File: src/hw/rtl/twjt_pkg.sv
// Shared types, constants and TAP transition function for the TAP monitor.
// No dependencies.
`default_nettype none

package twjt_pkg;

    localparam int SHIFT_WIDTH = 64;
    localparam int FRAME_W     = 64;
    localparam int TIME_W      = 32;
    localparam int COUNT_W     = 16;
    localparam int QUEUE_DEPTH = 4;

    localparam logic [COUNT_W-1:0] COUNT_MAX     = '1;
    localparam logic [TIME_W-1:0]  TIMEOUT_RESET = 32'd3500;

    // TAP controller states
    localparam logic [3:0] ST_RESET      = 4'd0;
    localparam logic [3:0] ST_IDLE       = 4'd1;
    localparam logic [3:0] ST_SEL_DR     = 4'd2;
    localparam logic [3:0] ST_CAPTURE_DR = 4'd3;
    localparam logic [3:0] ST_SHIFT_DR   = 4'd4;
    localparam logic [3:0] ST_EXIT1_DR   = 4'd5;
    localparam logic [3:0] ST_PAUSE_DR   = 4'd6;
    localparam logic [3:0] ST_EXIT2_DR   = 4'd7;
    localparam logic [3:0] ST_UPDATE_DR  = 4'd8;
    localparam logic [3:0] ST_SEL_IR     = 4'd9;
    localparam logic [3:0] ST_CAPTURE_IR = 4'd10;
    localparam logic [3:0] ST_SHIFT_IR   = 4'd11;
    localparam logic [3:0] ST_EXIT1_IR   = 4'd12;
    localparam logic [3:0] ST_PAUSE_IR   = 4'd13;
    localparam logic [3:0] ST_EXIT2_IR   = 4'd14;
    localparam logic [3:0] ST_UPDATE_IR  = 4'd15;

    // One falling edge after classification
    typedef struct packed {
        logic [TIME_W-1:0] edge_time;
        logic              line;
        logic              late;
        logic              timeout;
    } edge_word_t;

    typedef struct packed {
        logic full;
        logic empty;
    } q_status_t;

    function automatic logic [3:0] tap_next(input logic [3:0] s, input logic tms);
        logic [3:0] n;
        unique case (s)
            ST_RESET:      n = tms ? ST_RESET     : ST_IDLE;
            ST_IDLE:       n = tms ? ST_SEL_DR    : ST_IDLE;
            ST_SEL_DR:     n = tms ? ST_SEL_IR    : ST_CAPTURE_DR;
            ST_CAPTURE_DR: n = tms ? ST_EXIT1_DR  : ST_SHIFT_DR;
            ST_SHIFT_DR:   n = tms ? ST_EXIT1_DR  : ST_SHIFT_DR;
            ST_EXIT1_DR:   n = tms ? ST_UPDATE_DR : ST_PAUSE_DR;
            ST_PAUSE_DR:   n = tms ? ST_EXIT2_DR  : ST_PAUSE_DR;
            ST_EXIT2_DR:   n = tms ? ST_UPDATE_DR : ST_SHIFT_DR;
            ST_UPDATE_DR:  n = tms ? ST_SEL_DR    : ST_IDLE;
            ST_SEL_IR:     n = tms ? ST_RESET     : ST_CAPTURE_IR;
            ST_CAPTURE_IR: n = tms ? ST_EXIT1_IR  : ST_SHIFT_IR;
            ST_SHIFT_IR:   n = tms ? ST_EXIT1_IR  : ST_SHIFT_IR;
            ST_EXIT1_IR:   n = tms ? ST_UPDATE_IR : ST_PAUSE_IR;
            ST_PAUSE_IR:   n = tms ? ST_EXIT2_IR  : ST_PAUSE_IR;
            ST_EXIT2_IR:   n = tms ? ST_UPDATE_IR : ST_SHIFT_IR;
            ST_UPDATE_IR:  n = tms ? ST_SEL_DR    : ST_IDLE;
            default:       n = ST_RESET;
        endcase
        return n;
    endfunction

endpackage

`default_nettype wire

File: src/hw/rtl/twjt_fifo.sv
// Short word queue between the front and back of the TAP monitor.
// Depends on twjt_pkg.
`default_nettype none

module twjt_fifo (
    input  wire                  clk,
    input  wire                  rst_n,
    input  wire                  push,
    input  twjt_pkg::edge_word_t push_word,
    input  wire                  pop,
    output twjt_pkg::edge_word_t head_word,
    output twjt_pkg::q_status_t  status
);

    localparam int PTR_W = $clog2(twjt_pkg::QUEUE_DEPTH);
    localparam int CNT_W = $clog2(twjt_pkg::QUEUE_DEPTH + 1);
    localparam logic [CNT_W-1:0] DEPTH_CNT = CNT_W'(twjt_pkg::QUEUE_DEPTH);
    localparam logic [PTR_W-1:0] LAST_PTR  = PTR_W'(twjt_pkg::QUEUE_DEPTH - 1);

    twjt_pkg::edge_word_t mem_reg [twjt_pkg::QUEUE_DEPTH];
    logic [PTR_W-1:0] wr_ptr_reg, wr_ptr_next;
    logic [PTR_W-1:0] rd_ptr_reg, rd_ptr_next;
    logic [CNT_W-1:0] count_reg, count_next;
    logic             do_push, do_pop;

    assign status.full  = (count_reg == DEPTH_CNT);
    assign status.empty = (count_reg == '0);
    assign do_push      = push && !status.full;
    assign do_pop       = pop && !status.empty;
    assign head_word    = mem_reg[rd_ptr_reg];

    always_comb
    begin
        wr_ptr_next = wr_ptr_reg;
        rd_ptr_next = rd_ptr_reg;
        count_next  = count_reg;
        if (do_push)
        begin
            wr_ptr_next = (wr_ptr_reg == LAST_PTR) ? '0 : wr_ptr_reg + 1'b1;
        end
        if (do_pop)
        begin
            rd_ptr_next = (rd_ptr_reg == LAST_PTR) ? '0 : rd_ptr_reg + 1'b1;
        end
        if (do_push && !do_pop)
        begin
            count_next = count_reg + 1'b1;
        end
        else if (do_pop && !do_push)
        begin
            count_next = count_reg - 1'b1;
        end
    end

    always_ff @(posedge clk or negedge rst_n)
    begin
        if (!rst_n)
        begin
            wr_ptr_reg <= '0;
            rd_ptr_reg <= '0;
            count_reg  <= '0;
        end
        else
        begin
            wr_ptr_reg <= wr_ptr_next;
            rd_ptr_reg <= rd_ptr_next;
            count_reg  <= count_next;
        end
    end

    always_ff @(posedge clk)
    begin
        if (do_push)
        begin
            mem_reg[wr_ptr_reg] <= push_word;
        end
    end

endmodule

`default_nettype wire

File: src/hw/rtl/twjt_front.sv
// Front of the TAP monitor: input handshake, timeout register, high-time check.
// Depends on twjt_pkg.
`default_nettype none

module twjt_front (
    input  wire                           clk,
    input  wire                           rst_n,
    input  wire                           cfg_we,
    input  wire [twjt_pkg::TIME_W-1:0]    cfg_wdata,
    input  wire                           in_valid,
    output logic                          in_stall,
    input  wire [twjt_pkg::TIME_W-1:0]    edge_time,
    input  wire [twjt_pkg::TIME_W-1:0]    rise_time,
    input  wire                           line_at_edge,
    input  wire                           line_delayed,
    input  twjt_pkg::q_status_t           q_status,
    output logic                          push,
    output twjt_pkg::edge_word_t          push_word
);

    logic [twjt_pkg::TIME_W-1:0] timeout_reg;
    logic [twjt_pkg::TIME_W-1:0] high_time;

    // high time wraps modulo 2^32
    assign high_time = rise_time - edge_time;

    assign in_stall             = q_status.full;
    assign push                 = in_valid && !q_status.full;
    assign push_word.edge_time  = edge_time;
    assign push_word.line       = line_at_edge;
    assign push_word.late       = line_delayed;
    assign push_word.timeout    = (high_time > timeout_reg);

    always_ff @(posedge clk or negedge rst_n)
    begin
        if (!rst_n)
        begin
            timeout_reg <= twjt_pkg::TIMEOUT_RESET;
        end
        else if (cfg_we)
        begin
            timeout_reg <= cfg_wdata;
        end
    end

endmodule

`default_nettype wire

File: src/hw/rtl/twjt_back.sv
// Back of the TAP monitor: slot sequencer, TAP controller, shift capture, frame register.
// Depends on twjt_pkg.
`default_nettype none

module twjt_back (
    input  wire                              clk,
    input  wire                              rst_n,
    input  twjt_pkg::edge_word_t             head_word,
    input  twjt_pkg::q_status_t              q_status,
    output logic                             pop,
    output logic                             out_valid,
    input  wire                              out_stall,
    output logic [twjt_pkg::TIME_W-1:0]      start_time,
    output logic [twjt_pkg::TIME_W-1:0]      end_time,
    output logic [twjt_pkg::FRAME_W-1:0]     shifted_in,
    output logic [twjt_pkg::FRAME_W-1:0]     shifted_out,
    output logic [twjt_pkg::COUNT_W-1:0]     bit_count,
    output logic [3:0]                       old_state
);

    localparam logic [1:0] SLOT_IDLE = 2'd0;
    localparam logic [1:0] SLOT_TMS  = 2'd1;
    localparam logic [1:0] SLOT_TDI  = 2'd2;
    localparam logic [1:0] SLOT_TDO  = 2'd3;

    localparam int SW = twjt_pkg::SHIFT_WIDTH;

    logic [1:0]                    slot_reg, slot_next;
    logic [3:0]                    tap_reg, tap_next;
    logic                          tms_reg, tms_next;
    logic [SW-1:0]                 in_sh_reg, in_sh_next;
    logic [SW-1:0]                 out_sh_reg, out_sh_next;
    logic [SW-1:0]                 out_sh_upd;
    logic [twjt_pkg::COUNT_W-1:0]  cnt_reg, cnt_next, cnt_upd;
    logic [twjt_pkg::TIME_W-1:0]   start_reg, start_next;
    logic [3:0]                    tap_step;
    logic                          shifting, emit, go;
    logic                          out_valid_reg;

    assign shifting = (tap_reg == twjt_pkg::ST_SHIFT_DR) || (tap_reg == twjt_pkg::ST_SHIFT_IR);
    assign tap_step = twjt_pkg::tap_next(tap_reg, tms_reg);
    assign emit     = (slot_reg == SLOT_TDO) && (tap_step != tap_reg);
    // a word that leaves a frame waits for the frame register to free up
    assign go       = !q_status.empty && (!emit || !out_valid_reg || !out_stall);
    assign pop      = go;

    assign out_sh_upd = shifting ? {out_sh_reg[SW-2:0], head_word.late} : out_sh_reg;
    assign cnt_upd    = (shifting && cnt_reg != twjt_pkg::COUNT_MAX) ? cnt_reg + 1'b1 : cnt_reg;

    always_comb
    begin
        slot_next   = slot_reg;
        tap_next    = tap_reg;
        tms_next    = tms_reg;
        in_sh_next  = in_sh_reg;
        out_sh_next = out_sh_reg;
        cnt_next    = cnt_reg;
        start_next  = start_reg;
        unique case (slot_reg)
            SLOT_IDLE:
            begin
                slot_next = SLOT_TMS;
            end
            SLOT_TMS:
            begin
                slot_next = SLOT_TDI;
                tms_next  = head_word.line;
            end
            SLOT_TDI:
            begin
                slot_next = SLOT_TDO;
                if (shifting)
                begin
                    in_sh_next = {in_sh_reg[SW-2:0], head_word.line};
                end
            end
            SLOT_TDO:
            begin
                slot_next = SLOT_TMS;
                if (emit)
                begin
                    tap_next    = tap_step;
                    start_next  = head_word.edge_time;
                    in_sh_next  = '0;
                    out_sh_next = '0;
                    cnt_next    = '0;
                end
                else
                begin
                    out_sh_next = out_sh_upd;
                    cnt_next    = cnt_upd;
                end
            end
            default:
            begin
                slot_next = SLOT_TMS;
            end
        endcase
        // long clock high time drops the link back to reset
        if (head_word.timeout)
        begin
            slot_next = SLOT_IDLE;
            tap_next  = twjt_pkg::ST_RESET;
        end
    end

    always_ff @(posedge clk or negedge rst_n)
    begin
        if (!rst_n)
        begin
            slot_reg   <= SLOT_TMS;
            tap_reg    <= twjt_pkg::ST_RESET;
            tms_reg    <= 1'b0;
            in_sh_reg  <= '0;
            out_sh_reg <= '0;
            cnt_reg    <= '0;
            start_reg  <= '0;
        end
        else if (go)
        begin
            slot_reg   <= slot_next;
            tap_reg    <= tap_next;
            tms_reg    <= tms_next;
            in_sh_reg  <= in_sh_next;
            out_sh_reg <= out_sh_next;
            cnt_reg    <= cnt_next;
            start_reg  <= start_next;
        end
    end

    always_ff @(posedge clk or negedge rst_n)
    begin
        if (!rst_n)
        begin
            out_valid_reg <= 1'b0;
        end
        else if (go && emit)
        begin
            out_valid_reg <= 1'b1;
        end
        else if (!out_stall)
        begin
            out_valid_reg <= 1'b0;
        end
    end

    always_ff @(posedge clk)
    begin
        if (go && emit)
        begin
            start_time  <= start_reg;
            end_time    <= head_word.edge_time;
            shifted_in  <= twjt_pkg::FRAME_W'(in_sh_reg);
            shifted_out <= twjt_pkg::FRAME_W'(out_sh_upd);
            bit_count   <= cnt_upd;
            old_state   <= tap_reg;
        end
    end

    assign out_valid = out_valid_reg;

endmodule

`default_nettype wire

File: src/hw/rtl/two_wire_jtag_tap_monitor.sv
// Top level of the two-wire JTAG TAP monitor: front, word queue and back.
// Depends on twjt_pkg, twjt_front, twjt_fifo and twjt_back.
//
//   channel | direction | handshake            | payload
//   --------+-----------+----------------------+-------------------------------------------
//   in      | to block  | in_valid / in_stall  | edge_time rise_time line_at_edge line_delayed
//   out     | from block| out_valid / out_stall| start_time end_time shifted_in shifted_out
//           |           |                      | bit_count old_state
//   cfg     | to block  | cfg_we               | cfg_wdata (timeout_ticks)
//
// One word per cycle while in_stall is low; an accepted word passes through the queue to
// the back, and a frame it leaves shows on out from the edge at which the back takes it.
// The back handles one word per cycle in its slot and TAP registers, unless a frame waits.
// in_stall rises only when the four-word queue is full, which happens while a frame
// waits on out_stall and the next state change is due.
// Reset is asynchronous, active low, and needs no clearing pass.
`default_nettype none

module two_wire_jtag_tap_monitor (
    input  wire                              clk,
    input  wire                              rst_n,
    input  wire                              cfg_we,
    input  wire [twjt_pkg::TIME_W-1:0]       cfg_wdata,
    input  wire                              in_valid,
    output logic                             in_stall,
    input  wire [twjt_pkg::TIME_W-1:0]       edge_time,
    input  wire [twjt_pkg::TIME_W-1:0]       rise_time,
    input  wire                              line_at_edge,
    input  wire                              line_delayed,
    output logic                             out_valid,
    input  wire                              out_stall,
    output logic [twjt_pkg::TIME_W-1:0]      start_time,
    output logic [twjt_pkg::TIME_W-1:0]      end_time,
    output logic [twjt_pkg::FRAME_W-1:0]     shifted_in,
    output logic [twjt_pkg::FRAME_W-1:0]     shifted_out,
    output logic [twjt_pkg::COUNT_W-1:0]     bit_count,
    output logic [3:0]                       old_state
);

    twjt_pkg::edge_word_t push_word;
    twjt_pkg::edge_word_t head_word;
    twjt_pkg::q_status_t  q_status;
    logic                 push;
    logic                 pop;

    twjt_front u_front (
        .clk          (clk),
        .rst_n        (rst_n),
        .cfg_we       (cfg_we),
        .cfg_wdata    (cfg_wdata),
        .in_valid     (in_valid),
        .in_stall     (in_stall),
        .edge_time    (edge_time),
        .rise_time    (rise_time),
        .line_at_edge (line_at_edge),
        .line_delayed (line_delayed),
        .q_status     (q_status),
        .push         (push),
        .push_word    (push_word)
    );

    twjt_fifo u_fifo (
        .clk       (clk),
        .rst_n     (rst_n),
        .push      (push),
        .push_word (push_word),
        .pop       (pop),
        .head_word (head_word),
        .status    (q_status)
    );

    twjt_back u_back (
        .clk         (clk),
        .rst_n       (rst_n),
        .head_word   (head_word),
        .q_status    (q_status),
        .pop         (pop),
        .out_valid   (out_valid),
        .out_stall   (out_stall),
        .start_time  (start_time),
        .end_time    (end_time),
        .shifted_in  (shifted_in),
        .shifted_out (shifted_out),
        .bit_count   (bit_count),
        .old_state   (old_state)
    );

endmodule

`default_nettype wire

File: config.mk
export PLATFORM = sky130hd
export DESIGN_NAME = two_wire_jtag_tap_monitor
export DESIGN_NICKNAME = d
export VERILOG_FILES = /design/src/hw/rtl/twjt_pkg.sv /design/src/hw/rtl/twjt_fifo.sv /design/src/hw/rtl/twjt_front.sv /design/src/hw/rtl/twjt_back.sv /design/src/hw/rtl/two_wire_jtag_tap_monitor.sv
export SDC_FILE = /design/constraint.sdc
export NUM_CORES = 1
export LEC_CHECK = 0
export ABC_AREA = 1
export BUFFER_PORTS_ARGS = -buffer_cell sky130_fd_sc_hd__buf_4
export CORE_ASPECT_RATIO = 1.2
export CORE_UTILIZATION = 50
export CTS_BUF_LIST = sky130_fd_sc_hd__clkbuf_2
export DETAILED_ROUTE_END_ITERATION = 10
export PLACE_DENSITY_LB_ADDON = 0.1
export SLEW_MARGIN = 30
export SYNTH_ARGS = -nofsm -noshare
export SYNTH_HDL_FRONTEND = slang
export SYNTH_SLANG_ARGS = --single-unit
File: constraint.sdc
create_clock -name clk -period 5.7 [get_ports clk]
set_input_delay 0.855 -clock clk [delete_from_list [all_inputs] [get_ports clk]]
set_output_delay 0.855 -clock clk [all_outputs]
set_load 0.02 [all_outputs]
# [Word-level counts from Yosys, hierarchy flattened]
# Memories as Yosys holds them, arrays and structs flattened.
# Cells that the tools add are included.
[op_classes] n_addsub=6 multipliers=0 div=0 n_lt_le_gt_ge=1 eq_ne=26 shifts=0 mux=33 bitwise=0 n_reduce_logical=35
[op_table] cell="64-bit 2-to-1 mux" count=4
[op_table] cell="64-bit case mux with 2 select lines" count=1
[op_table] cell="4-bit case mux with 12 select lines" count=1
[op_table] cell="4-bit equality test, second input constant" count=8
[op_table] cell="32-bit > comparator" count=1
[op_table] cell="16-bit 2-to-1 mux" count=2
[op_table] cell="32-bit subtractor" count=1
[op_table] cell="4-bit 2-to-1 mux" count=7
[op_table] cell="16-bit by 1-bit adder with 16-bit output, second input constant" count=1
[op_table] cell="4-bit by 3-bit equality test with 1-bit output, second input constant" count=4
[op_table] cell="16-bit inequality test, second input constant" count=1
[op_table] cell="2-bit 2-to-1 mux" count=6
[op_table] cell="3-bit 2-to-1 mux" count=4
[op_table] cell="1-bit logical AND" count=9
[op_table] cell="2-bit equality test, second input constant" count=4
[op_table] cell="4-bit by 2-bit equality test with 1-bit output, second input constant" count=2
[op_table] cell="2-bit nonzero test" count=4
[op_table] cell="1-bit logical NOT" count=7
[op_table] cell="1-bit 2-to-1 mux" count=7
[op_table] cell="2-bit by 1-bit inequality test with 1-bit output, second input constant" count=3
[op_table] cell="2-bit case mux with 3 select lines" count=1
[op_table] cell="3-bit AND reduction" count=2
[op_table] cell="2-bit OR reduction" count=3
[op_table] cell="2-bit by 1-bit adder with 2-bit output, second input constant" count=2
[op_table] cell="13 further kinds" count=16
[totals] reg_bits=435 latchBits=0 ram_bits=140 mem_bits_ro=0 inputBits=103 output_inout_bits=214 n_memories=1
[mem_list] memory="u_fifo.mem_reg" words=4 width=35 rd=1 rd_clocked_by_memory_dff=0 write_ports=1 line="twjt_fifo.sv:20" text="twjt_pkg::edge_word_t mem_reg [twjt_pkg::QUEUE_DEPTH];"

# [Longest topological paths before layout]
# Gate-level depths: netlist (run 1).
[depth] word_depth=13 depth_mapped=21

# [Cells and area by module]
# A second synthesis (run 1) with hierarchy kept.
[unflattened] hier_cells=2759 hier_area_um2=26494.2
[modules_own_cells] module="twjt_back" n_inst=1 cells_each=1498 area_per_inst_um2=15835.2 seq_area_each_um2=10971.8
[modules_own_cells] module="twjt_fifo" n_inst=1 cells_each=469 area_per_inst_um2=6014.5 seq_area_each_um2=4379.2
[modules_own_cells] module="twjt_front" n_inst=1 cells_each=792 area_per_inst_um2=4644.5 seq_area_each_um2=809.5

# [Worst setup path before layout (run 1)]
# OpenSTA, ideal clock, no wires.
[synth_path] kind="reg-to-reg" start="reg u_back.tap_reg[0]" end="reg u_back.bit_count[0] (netlist name), enable pin" setup_time_ns=0.481 arrival_time_ns=4.085 slack_ns=1.134 stages_incl_launch_ff=16 path_buffers=2 synth_period_minus_slack_ns=4.566 path_cell_list="dfrtp_1 > buf_2 > nand2_1 > inv_1 > nand2_1 > nand3_1 > o21bai_2 > nand2_1 > nand2_1 > nand2_1 > nand2_1 > nand2_1 > inv_1 > nand3_2 > inv_2 > buf_2"
[synth_via] elab_chain_len=10 elab_cells_between_ends=27
[synth_rtl] element="start: declaration" line="twjt_back.sv:29" text="logic [3:0] tap_reg, tap_next;"
[synth_rtl] element="start signal: assignment" line="twjt_back.sv:112" text="tap_reg <= twjt_pkg::ST_RESET;"
[synth_rtl] element="start signal: assignment" line="twjt_back.sv:122" text="tap_reg <= tap_next;"
[synth_rtl] element="4-bit by 1-bit equality test with 1-bit output, or another cell as far along" line="twjt_pkg.sv:49" text="unique case (s)"
[synth_rtl] element="3-bit OR reduction (no line) or 2-bit OR reduction (tied branches)"
[synth_rtl] element="4-bit case mux with 12 select lines" line="twjt_pkg.sv:49"
[synth_rtl] element="4-bit inequality test *" line="twjt_back.sv:42" text="assign emit = (slot_reg == SLOT_TDO) && (tap_step != tap_reg);"
[synth_rtl] element="1-bit logical AND *" line="twjt_back.sv:42"
[synth_rtl] element="1-bit logical NOT" line="twjt_back.sv:44" text="assign go = !q_status.empty && (!emit || !out_valid_reg || !out_stall);"
[synth_rtl] element="1-bit logical OR (2 in series)" line="twjt_back.sv:44"
[synth_rtl] element="1-bit logical AND" line="twjt_back.sv:44"
[synth_rtl] element="1-bit logical AND *" line="twjt_back.sv:149" text="if (go && emit)"
[synth_rtl] element="end signal: assignment" line="twjt_back.sv:155" text="bit_count <= cnt_upd;"
[synth_rtl] element="end: declaration" line="twjt_back.sv:17" text="output logic [twjt_pkg::COUNT_W-1:0] bit_count,"
# Mark *: on every way between the ends. The rest lies on a longest branch, timed or not.
# A chain may end at the register's enable or synchronous reset.

==> results of run 1 <==
[path summary, 6_finish.rpt]
path / startpoint / end / slack, ps / depth (start not counted)
max reg2reg: u_back.tap_reg[0]$_DFFE_PN0P_ / u_back.in_sh_reg[51]$_DFFE_PN0P_ / 2370 / 12
max: edge_time[10] / u_fifo.mem_reg[0][0]$_DFFE_PP_ / 1870 / 18
min: edge_time[2] / u_fifo.mem_reg[2][5]$_DFFE_PP_ / 300 / 2
min reg2reg: u_back.start_reg[11]$_DFFE_PN0P_ / u_back.start_time[11]$_DFFE_PP_ / 410 / 0
min in group asynchronous: rst_n / u_back.out_sh_reg[38]$_DFFE_PN0P_ / 630 / 3
max in group asynchronous: rst_n / u_back.out_sh_reg[19]$_DFFE_PN0P_ / 3960 / 4
[where the power goes]
group	switching [W]	internal, W
registers	0.000272	0.00526
clock network	0.00164	0.00126
logic	0.00217	0.00103
[cell type report]
| class | count | area (µm²) |
|---|---|---|
| flip-flops and latches | 575 | 16160 |
| clock inverters | 38 | 274.0 |
| clock buffers | 232 | 1161 |
| fillers | 4113 | 18530 |
| repair buffers | 476 | 3971 |
| well taps | 637 | 797.0 |
| inverters | 224 | 848.3 |
| diodes | 4 | 10.01 |
| multi-input cells | 1556 | 7575 |
[worst max-delay path, stage by stage]
cell and delay (ps):
dlygate4sd3_1 550, buf_4 130, inv_1 60, ha_1 370, nand2_1 130, nor2_1 240
nand4_1 110, o21ai_0 640, a21boi_0 380, o211ai_1 270, nand2_1 100, ha_1 300
nand4_1 100, nor3_1 180, nand2_1 100, inv_1 70, a21oi_1 60, nor2_1 250
[placed cells by master, fill, tap and decap left out, types with 3 or more instances in the layout]
| cell | count |
|---|---|
| inv_1 | 217 |
| dfstp_2 | 8 |
| bufinv_16 | 4 |
| nor3_1 | 13 |
| dfrtp_1 | 214 |
| nor2_1 | 190 |
| a31oi_1 | 4 |
| nand2_1 | 757 |
| diode_2 | 4 |
| o21bai_1 | 5 |
| ha_1 | 72 |
| nor2_4 | 4 |
| inv_2 | 8 |
| dlygate4sd3_1 | 132 |
| nand4_1 | 17 |
| buf_4 | 339 |
| nand2_2 | 3 |
| o21ai_1 | 22 |
| clkinv_1 | 26 |
| nand3_1 | 98 |
| a21oi_1 | 63 |
| a21boi_0 | 4 |
| clkbuf_2 | 232 |
| a21o_1 | 6 |
| xnor2_1 | 14 |
| clkinvlp_4 | 3 |
| o21ai_0 | 195 |
| o22ai_1 | 34 |
| edfxtp_1 | 352 |
| o21a_1 | 3 |
| xor2_1 | 27 |
[per-layer routing]
layer  vias to the layer above  share of wire, %
met5                         -                 0
met4                         0               2.5
met3                       105               5.5
met2                       565                49
met1                      9175                43
li1                       9301                 -
[cells in the mapped netlist (20+ instances only)]
library cell	count	area share, %
nor2_1	194	2.9
o22ai_1	34	0.85
clkbuf_1	63	0.94
dfrtp_1	215	21
nand3_1	98	2.0
inv_1	219	3.3
nand2_1	759	11
a21oi_1	63	1.3
ha_1	73	3.6
edfxtp_1	352	42
o21ai_0	195	3.9
xor2_1	27	0.94
buf_2	20	0.40
o21ai_1	22	0.44
[logic make-up (layout without fill, tap and decap cells)]
kind of cell / after synthesis / after routing / share of synthesized area (%)
buf+inv: 328 / 970 / 5.379
simple gates: 1092 / 1092 / 17.29
fa+ha+maj: 75 / 75 / 3.809
compound gates: 347 / 347 / 7.479
xor+xnor: 41 / 41 / 1.435
mux: 1 / 1 / 0.04499
flops: 575 / 575 / 64.57
other cells: 0 / 4 / 0
[metrics by stage]
| step | worst slack, ps | cell area, µm² | hold slack, ps | utilization [%] | power (W) |
|---|---|---|---|---|---|
| floorplan | 1134 | 25030 | 419.6 | - | 0.007607 |
| global placement | 1302 | 27960 | 431.4 | 56.68 | 0.008658 |
| detailed placement | 1243 | 27960 | 435.6 | 56.68 | 0.008741 |
| CTS | 2151 | 30750 | 99.10 | 62.33 | 0.01179 |
| global route | 1750 | 30800 | 128.2 | 62.43 | 0.01240 |
| finish | 1875 | 30800 | 298.3 | 62.43 | 0.01164 |
==> summary by stage, run 1 <==
CTS
Clock-pin slew was measured on the worst setup and hold paths at 110 ps. The library cell used as clock root buffer is clkbuf_2. The number of resized instances in the post-cts repair step is 0.

After clock tree synthesis, the setup repair step added 0 buffers. The number of clock sinks is 575. The CTS tree is built. The number of clock buffers added by TritonCTS is 145. The H-tree was split into 4 levels.

The clock latency reported for the late side of the worst-skew pair is 1310 ps. Hold repair after CTS inserted 133 buffers. Counting along the longest clock path gives a buffer depth of 3.

Synth
Counting every net in the synthesized netlist gives 2637. The combined area of all synthesized cells is 25030 µm². For this run, the leading register cell type out of synthesis is edfxtp_1. Of all flip-flops after synthesis, the portion carrying an async set or reset was 38.78%. The count of cell types in the netlist is 47. The portion of the post-synthesis area used by sequential elements is 64.57%. The flip-flop and latch count after synthesis is 575. The number of warnings printed during yosys synthesis is 0. A synthesized cell averages 10.18 µm².

The number of synthesized flops with an enable pin is 352. In the synthesized netlist, the number of instances is 2459.

Drt
The count of nets left with antenna violations once routing finished came out at 0. For this run, design rule violations remaining after detail routing come to 52. Using the TritonRoute via totals, the vias-per-cell ratio works out to 5.117. The number of detailed-route iterations in the first pass is 9. Summing over every cut layer, the via total after detailed routing is 19150. In the final routed layout, each cell accounts on average for 16.47 µm. After the first detailed-routing iteration, the DRC count stood at 1409.

The post-detailed-routing wire length is 61630 µm.

STA
The max-slew headroom at the worst pin is 35.10%. Setup violations remaining at the end of the flow were counted as 0. The final hold violation count is 0.

The timing-limited maximum frequency is 0.2614 GHz. The worst clock skew on the final layout is 84.53 ps. Setup repair after global routing left no endpoint under its margin. Summed over all failing endpoints, the final setup total negative slack is 0 ps. The transition time at the pin with the least slew margin is 973.4 ps. The max-slew violation count is 0.

The part of the cycle the worst path needs is 67.11%. The worst path in the final design needs a cycle of 3825 ps, including I/O delays and setup.

GRT
The total global-route track usage is 24.68%. Global routing consumed, on the met3 layer, 5.957% of the routing resources. Global routing consumed, on the met2 layer, 40.65% of the routing resources.

Entering global routing, the biggest net connects 136 pins. The met1 track demand over resource is 31.26%. The first global-routing pass estimated 96480 µm of wire. The total overflow left after global routing is 0. The number of antenna violations at the first check in global routing is 2. The via count of the first global-routing pass is 18700. The layer with the highest usage after global routing is met2.

Floorplan
The number of ports placed on the die boundary is 317. The core region is 49330 µm². The die outline width is 206.2 µm.

The die covers 50960 µm². The die extent in y is 247.1 µm. The initialized floorplan defines 89 standard-cell rows. The starting density of the core is 50.74%.

Setup path
STA classifies the critical path startpoint as a primary input. The worst setup path is captured at a flip-flop. Data on the critical path is required at its endpoint by 6780 ps. By startpoint and endpoint, the worst setup path is classified as primary input to flip-flop.

Along the worst path, the maximum fanout reaches 5. At the worst endpoint, the arrival time is 4900 ps.

Final layout
The post-layout net count is 3156. Relative to the synthesized area, the layout overhead comes to 23.05%. The register with the most flip-flops in the layout has 140 of them. The fraction of final layout cells with drive strength greater than 1 is 20.03%. For this run, the number of standard cells in the final layout without fillers is 3742.

Placed design
The final estimated routing congestion in global placement is 0.9106. The number of input and output port buffers inserted is 316. Summed over all nets, the half-perimeter wirelength after detailed placement is 39290 µm. The number of placed instances, taps included is 3333.

Status
The final reports fail on DRC. The run finished, with violations left.

Power
Across the VDD grid, the largest voltage drop is 0.2619 mV. For this design the static power due to leakage is 13.68 nW. In this run the power density over the cells is 378.0 nW/µm².

Worst hold path
The class of the tightest hold or removal check is primary input to flip-flop.

Job
Max-cap violations in this run came to 0.
(Power assumes the default switching activity.)
==> run 2, diff against run 1 <==
- ABC_AREA: 1 -> 0
- clock period: 5.7 -> 3.35 ns (I/O delays scaled with it)
==> summary by stage, run 2 <==
Final layout
The layout has 3681 filler cells. The commonest non-fill, non-tap cell in the layout is buf_4. The fraction of final layout cells with drive strength greater than 1 is 31.43%. In the layout the commonest cells are buf_4, nand2_1, edfxtp_1, clkbuf_2, dfrtp_1. The post-layout net count is 2687. The flip-flop count of the largest register after layout is 140. Compared with the post-synthesis result, the final layout area differs by 28.59%.

Floorplan
The number of ports placed on the die boundary is 317. The starting density of the core is 50.83%. The floorplan has 88 rows.

The die outline width is 204.1 µm. The die extent in y is 244.6 µm. In this run the standard cell core region covers 48230 µm². The die covers 49920 µm².

Worst hold path
The end point of the worst hold path is u_fifo.mem_reg[2][29]$_DFFE_PP_. The critical hold path startpoint is edge_time[26]. The number of cells traversed by the worst hold path is 2. In this run the worst hold path is classified as primary input to flip-flop.

Placed design
The congestion estimate from routability-driven global placement came to 0.8940. In this run the tool buffered the top-level ports with 316 buffer cells. The detailed-placement wirelength estimate is 36200 µm.

Power
The internal portion of the total power is 0.01300 W. The peak ir drop on the vdd network is 0.3521 mV. In this run the power spent charging and discharging nets is 0.005923 W. The sequential group share of total power is 49.3%. For this design the ratio of total power to cell area is 600.4 nW/µm². The switching portion of total power is 31.30%. The clock network accounts for 25.5% of the total power.

The static leakage is 14.29 nW. The share of total power dissipated in combinational logic is 25.1%. The overall power after layout is 0.01892 W.

STA
The post-route worst hold slack is 177.7 ps. The transition time at the pin with the least slew margin is 854.3 ps. The final hold violation count is 0. Setup violations remaining at the end of the flow were counted as 0. Between clock sinks in the finished design, the worst skew comes to 74.70 ps.

The max-slew headroom at the worst pin is 43.05%. Adding up every negative setup slack in the final design gives 0 ps. The part of the cycle the worst path needs is 97.42%.

Based on the critical path, the design can be clocked at up to 0.3064 GHz. The worst path needs 3264 ps of the cycle, external delays included. The max-slew violation count came to 0.

CTS
The number of clock sinks is 575. The maximum level of the CTS H-tree is 4. Counting the buffers created by CTS gives 140.

TritonCTS built the clock tree. The post-CTS clock slew at the launch and capture registers of the worst setup and hold paths is 100 ps. The library cell used as clock root buffer is clkbuf_2. The clock latency reported for the late side of the worst-skew pair is 1120 ps.

The maximum clock insertion buffer count is 3.

GRT
The number of antenna violations at the first check in global routing is 3. The via count of the first global-routing pass is 17530. The first global-routing pass estimated 90400 µm of wire. Entering global routing, the biggest net connects 85 pins.

Global routing consumed, over all layers together, 23.28% of the routing resources. The total congestion overflow after global routing is 0.

Status
The run finished with clean final reports.

Setup path
Across all register-to-register paths, the minimum setup slack is 280 ps. The largest incremental delay on the critical path is 520 ps. The capturing point of the worst reg2reg path is u_back.tap_reg[1]$_DFFE_PN0P_.

Data arrives at the worst endpoint at 4210 ps. The number of cells on the critical path is 17. The cell family contributing the most delay on the critical path is compound AO/OA/AOI/OAI gates. In this run the critical register-to-register path is launched from u_back.tap_reg[3]$_DFFE_PN0P_. The path depth of the worst reg2reg path is 8. The critical path contains buffers and inverters numbering 3 combined. In this run the worst path has a maximum fanout of 4. The largest individual stage delay along the critical path comes from the cell dlygate4sd3_1.

The type of origin of the critical path is a primary input. The critical path class is primary input to flip-flop. The required time of the critical path is 4290 ps. The kind of end point of the critical path is a flip-flop. The critical path goes through dlygate4sd3_1, buf_4, inv_1, ha_2, or4_1, o221ai_2, a21oi_2, a211oi_2, nor2_1, a211o_1, ha_4, nand4_1, nor4_4, o21a_1, o21ai_1, o311a_1, a31oi_4.

Drt
The DRC marker count from the first detailed-route iteration is 844. The routed via count is 17190. The post-detailed-routing wire length is 57080 µm.

The average detailed-routed wire length per instance is 17.52 µm. The number of detailed-route iterations in the first pass is 5. The final antenna-violating net count is 0. The per-cell via count in the routed design is 5.277.

For this run, design rule violations remaining after detail routing come to 0.

Synth
The most common flop cell mapped by yosys is edfxtp_1. The top-area cell type share of the netlist area is 43.12%. The most frequently used cell type in the post-synthesis netlist is nand2_1. The flip-flop and latch count after synthesis is 575. By count the netlist is led by nand2_1, edfxtp_1, dfrtp_1. The combined area of all synthesized cells is 24510 µm². Synthesis instantiated 63 different standard cells from the library.

The average instance in the mapped netlist occupies 13.11 µm². Synthesis produced a netlist whose cell count is 1870. The number of nets in the synthesized netlist is 2048.

The number of warnings printed during yosys synthesis is 0. Ranked by total cell area, the synthesized netlist is headed by edfxtp_1, dfrtp_1, nand2_1, ha_1, mux4_2. Of all cell types, the one taking the most synthesized area is edfxtp_1. Summing the sequential cell areas from Yosys gives 65.93% of the chip area. The proportion of synthesized flip-flops having asynchronous set or reset is 38.78%. The number of synthesized flops with an enable pin is 352.

Job
Max-cap violations in this run came to 0.
[run 2: cell families (layout without fill, tap and decap cells)]
logic type / after synthesis / count (layout) / share of synthesized area, %
AO/OA/AOI/OAI: 269 / 269 / 8.050
XOR/XNOR: 47 / 47 / 1.679
adder cells (fa/ha/maj): 75 / 75 / 3.890
buffers and inverters: 183 / 938 / 2.986
flip-flops: 575 / 575 / 65.93
multiplexers: 75 / 75 / 5.043
other: 0 / 2 / 0
AND/OR/NAND/NOR: 646 / 646 / 12.42
[run 2: metal layers]
metal | vias up | track usage, % | routed length, µm
met2 | 512 | 38.70 | 28820
met1 | 8413 | 29.08 | 23180
met4 | 4 | 10.56 | 1749
met5 | - | 0 | 25
met3 | 139 | 5.077 | 3300
li1 | 8120 | - | -
[run 2: through the flow]
step / cells / utilization [%] / area [µm²] / setup slack [ps]
after floorplan: 1870 / - / 24670 / -426.4
after global placement: 2849 / 59.14 / 28520 / -858.3
after detailed placement: 2849 / 59.14 / 28520 / -971.8
after CTS: 3252 / 65.06 / 31380 / 9.784
after global routing: 3256 / 65.36 / 31520 / -14.85
final: 3257 / 65.36 / 31520 / 86.39
[run 2: area by class of cell]
cell class	instances	area (µm²)	share of cell area (%)
tap	630	788.3	2.501
sequential	575	16160	51.28
clock buffer	219	1096	3.477
inverter	83	326.6	1.036
timing repair buffer	597	4950	15.70
clock inverter	39	294.0	0.9328
multi-input combinational	1112	7899	25.06
antenna	2	5.005	0.01588
[run 2: power by group through the flow]
stage / clock [W] / combinational, W / sequential, W
after floorplan: 0 / 0.00267 / 0.00963
after CTS: 0.00504 / 0.00476 / 0.00935
final: 0.00484 / 0.00475 / 0.00934
after detailed placement: 0 / 0.00458 / 0.00951
after global placement: 0 / 0.00450 / 0.00945
after global routing: 0.00536 / 0.00518 / 0.00945
[run 2: how the worst max path moves through the flow]
stage / endpoint / slack (ps) / from
floorplan: u_fifo.mem_reg[0][0]$_DFFE_PP_ / -430 / rise_time[0]
CTS: u_fifo.mem_reg[3][0]$_DFFE_PP_ / 10 / edge_time[16]
finish: u_fifo.mem_reg[3][0]$_DFFE_PP_ / 90 / edge_time[21]
detailed placement: u_fifo.mem_reg[2][0]$_DFFE_PP_ / -970 / rise_time[0]
global route: u_fifo.mem_reg[3][0]$_DFFE_PP_ / -10 / edge_time[22]
global placement: u_fifo.mem_reg[0][0]$_DFFE_PP_ / -860 / rise_time[0]
[run 2: worst reg2reg max path, stage by stage, from the launching register on]
cell,delay [ps]
dfrtp_1,640
inv_1,140
nor2_1,290
a32oi_2,160
and2_1,270
a31oi_4,240
buf_4,660
a21oi_1,270
a22o_1,300
[run 2: what timing repair did]
item                                    4_1_cts  5_1_grt
endpoints found under the setup margin        0        4
setup buffers                                 0        3
hold endpoints to repair                    398        4
hold buffers                                145        1
gates resized for setup                       0       23
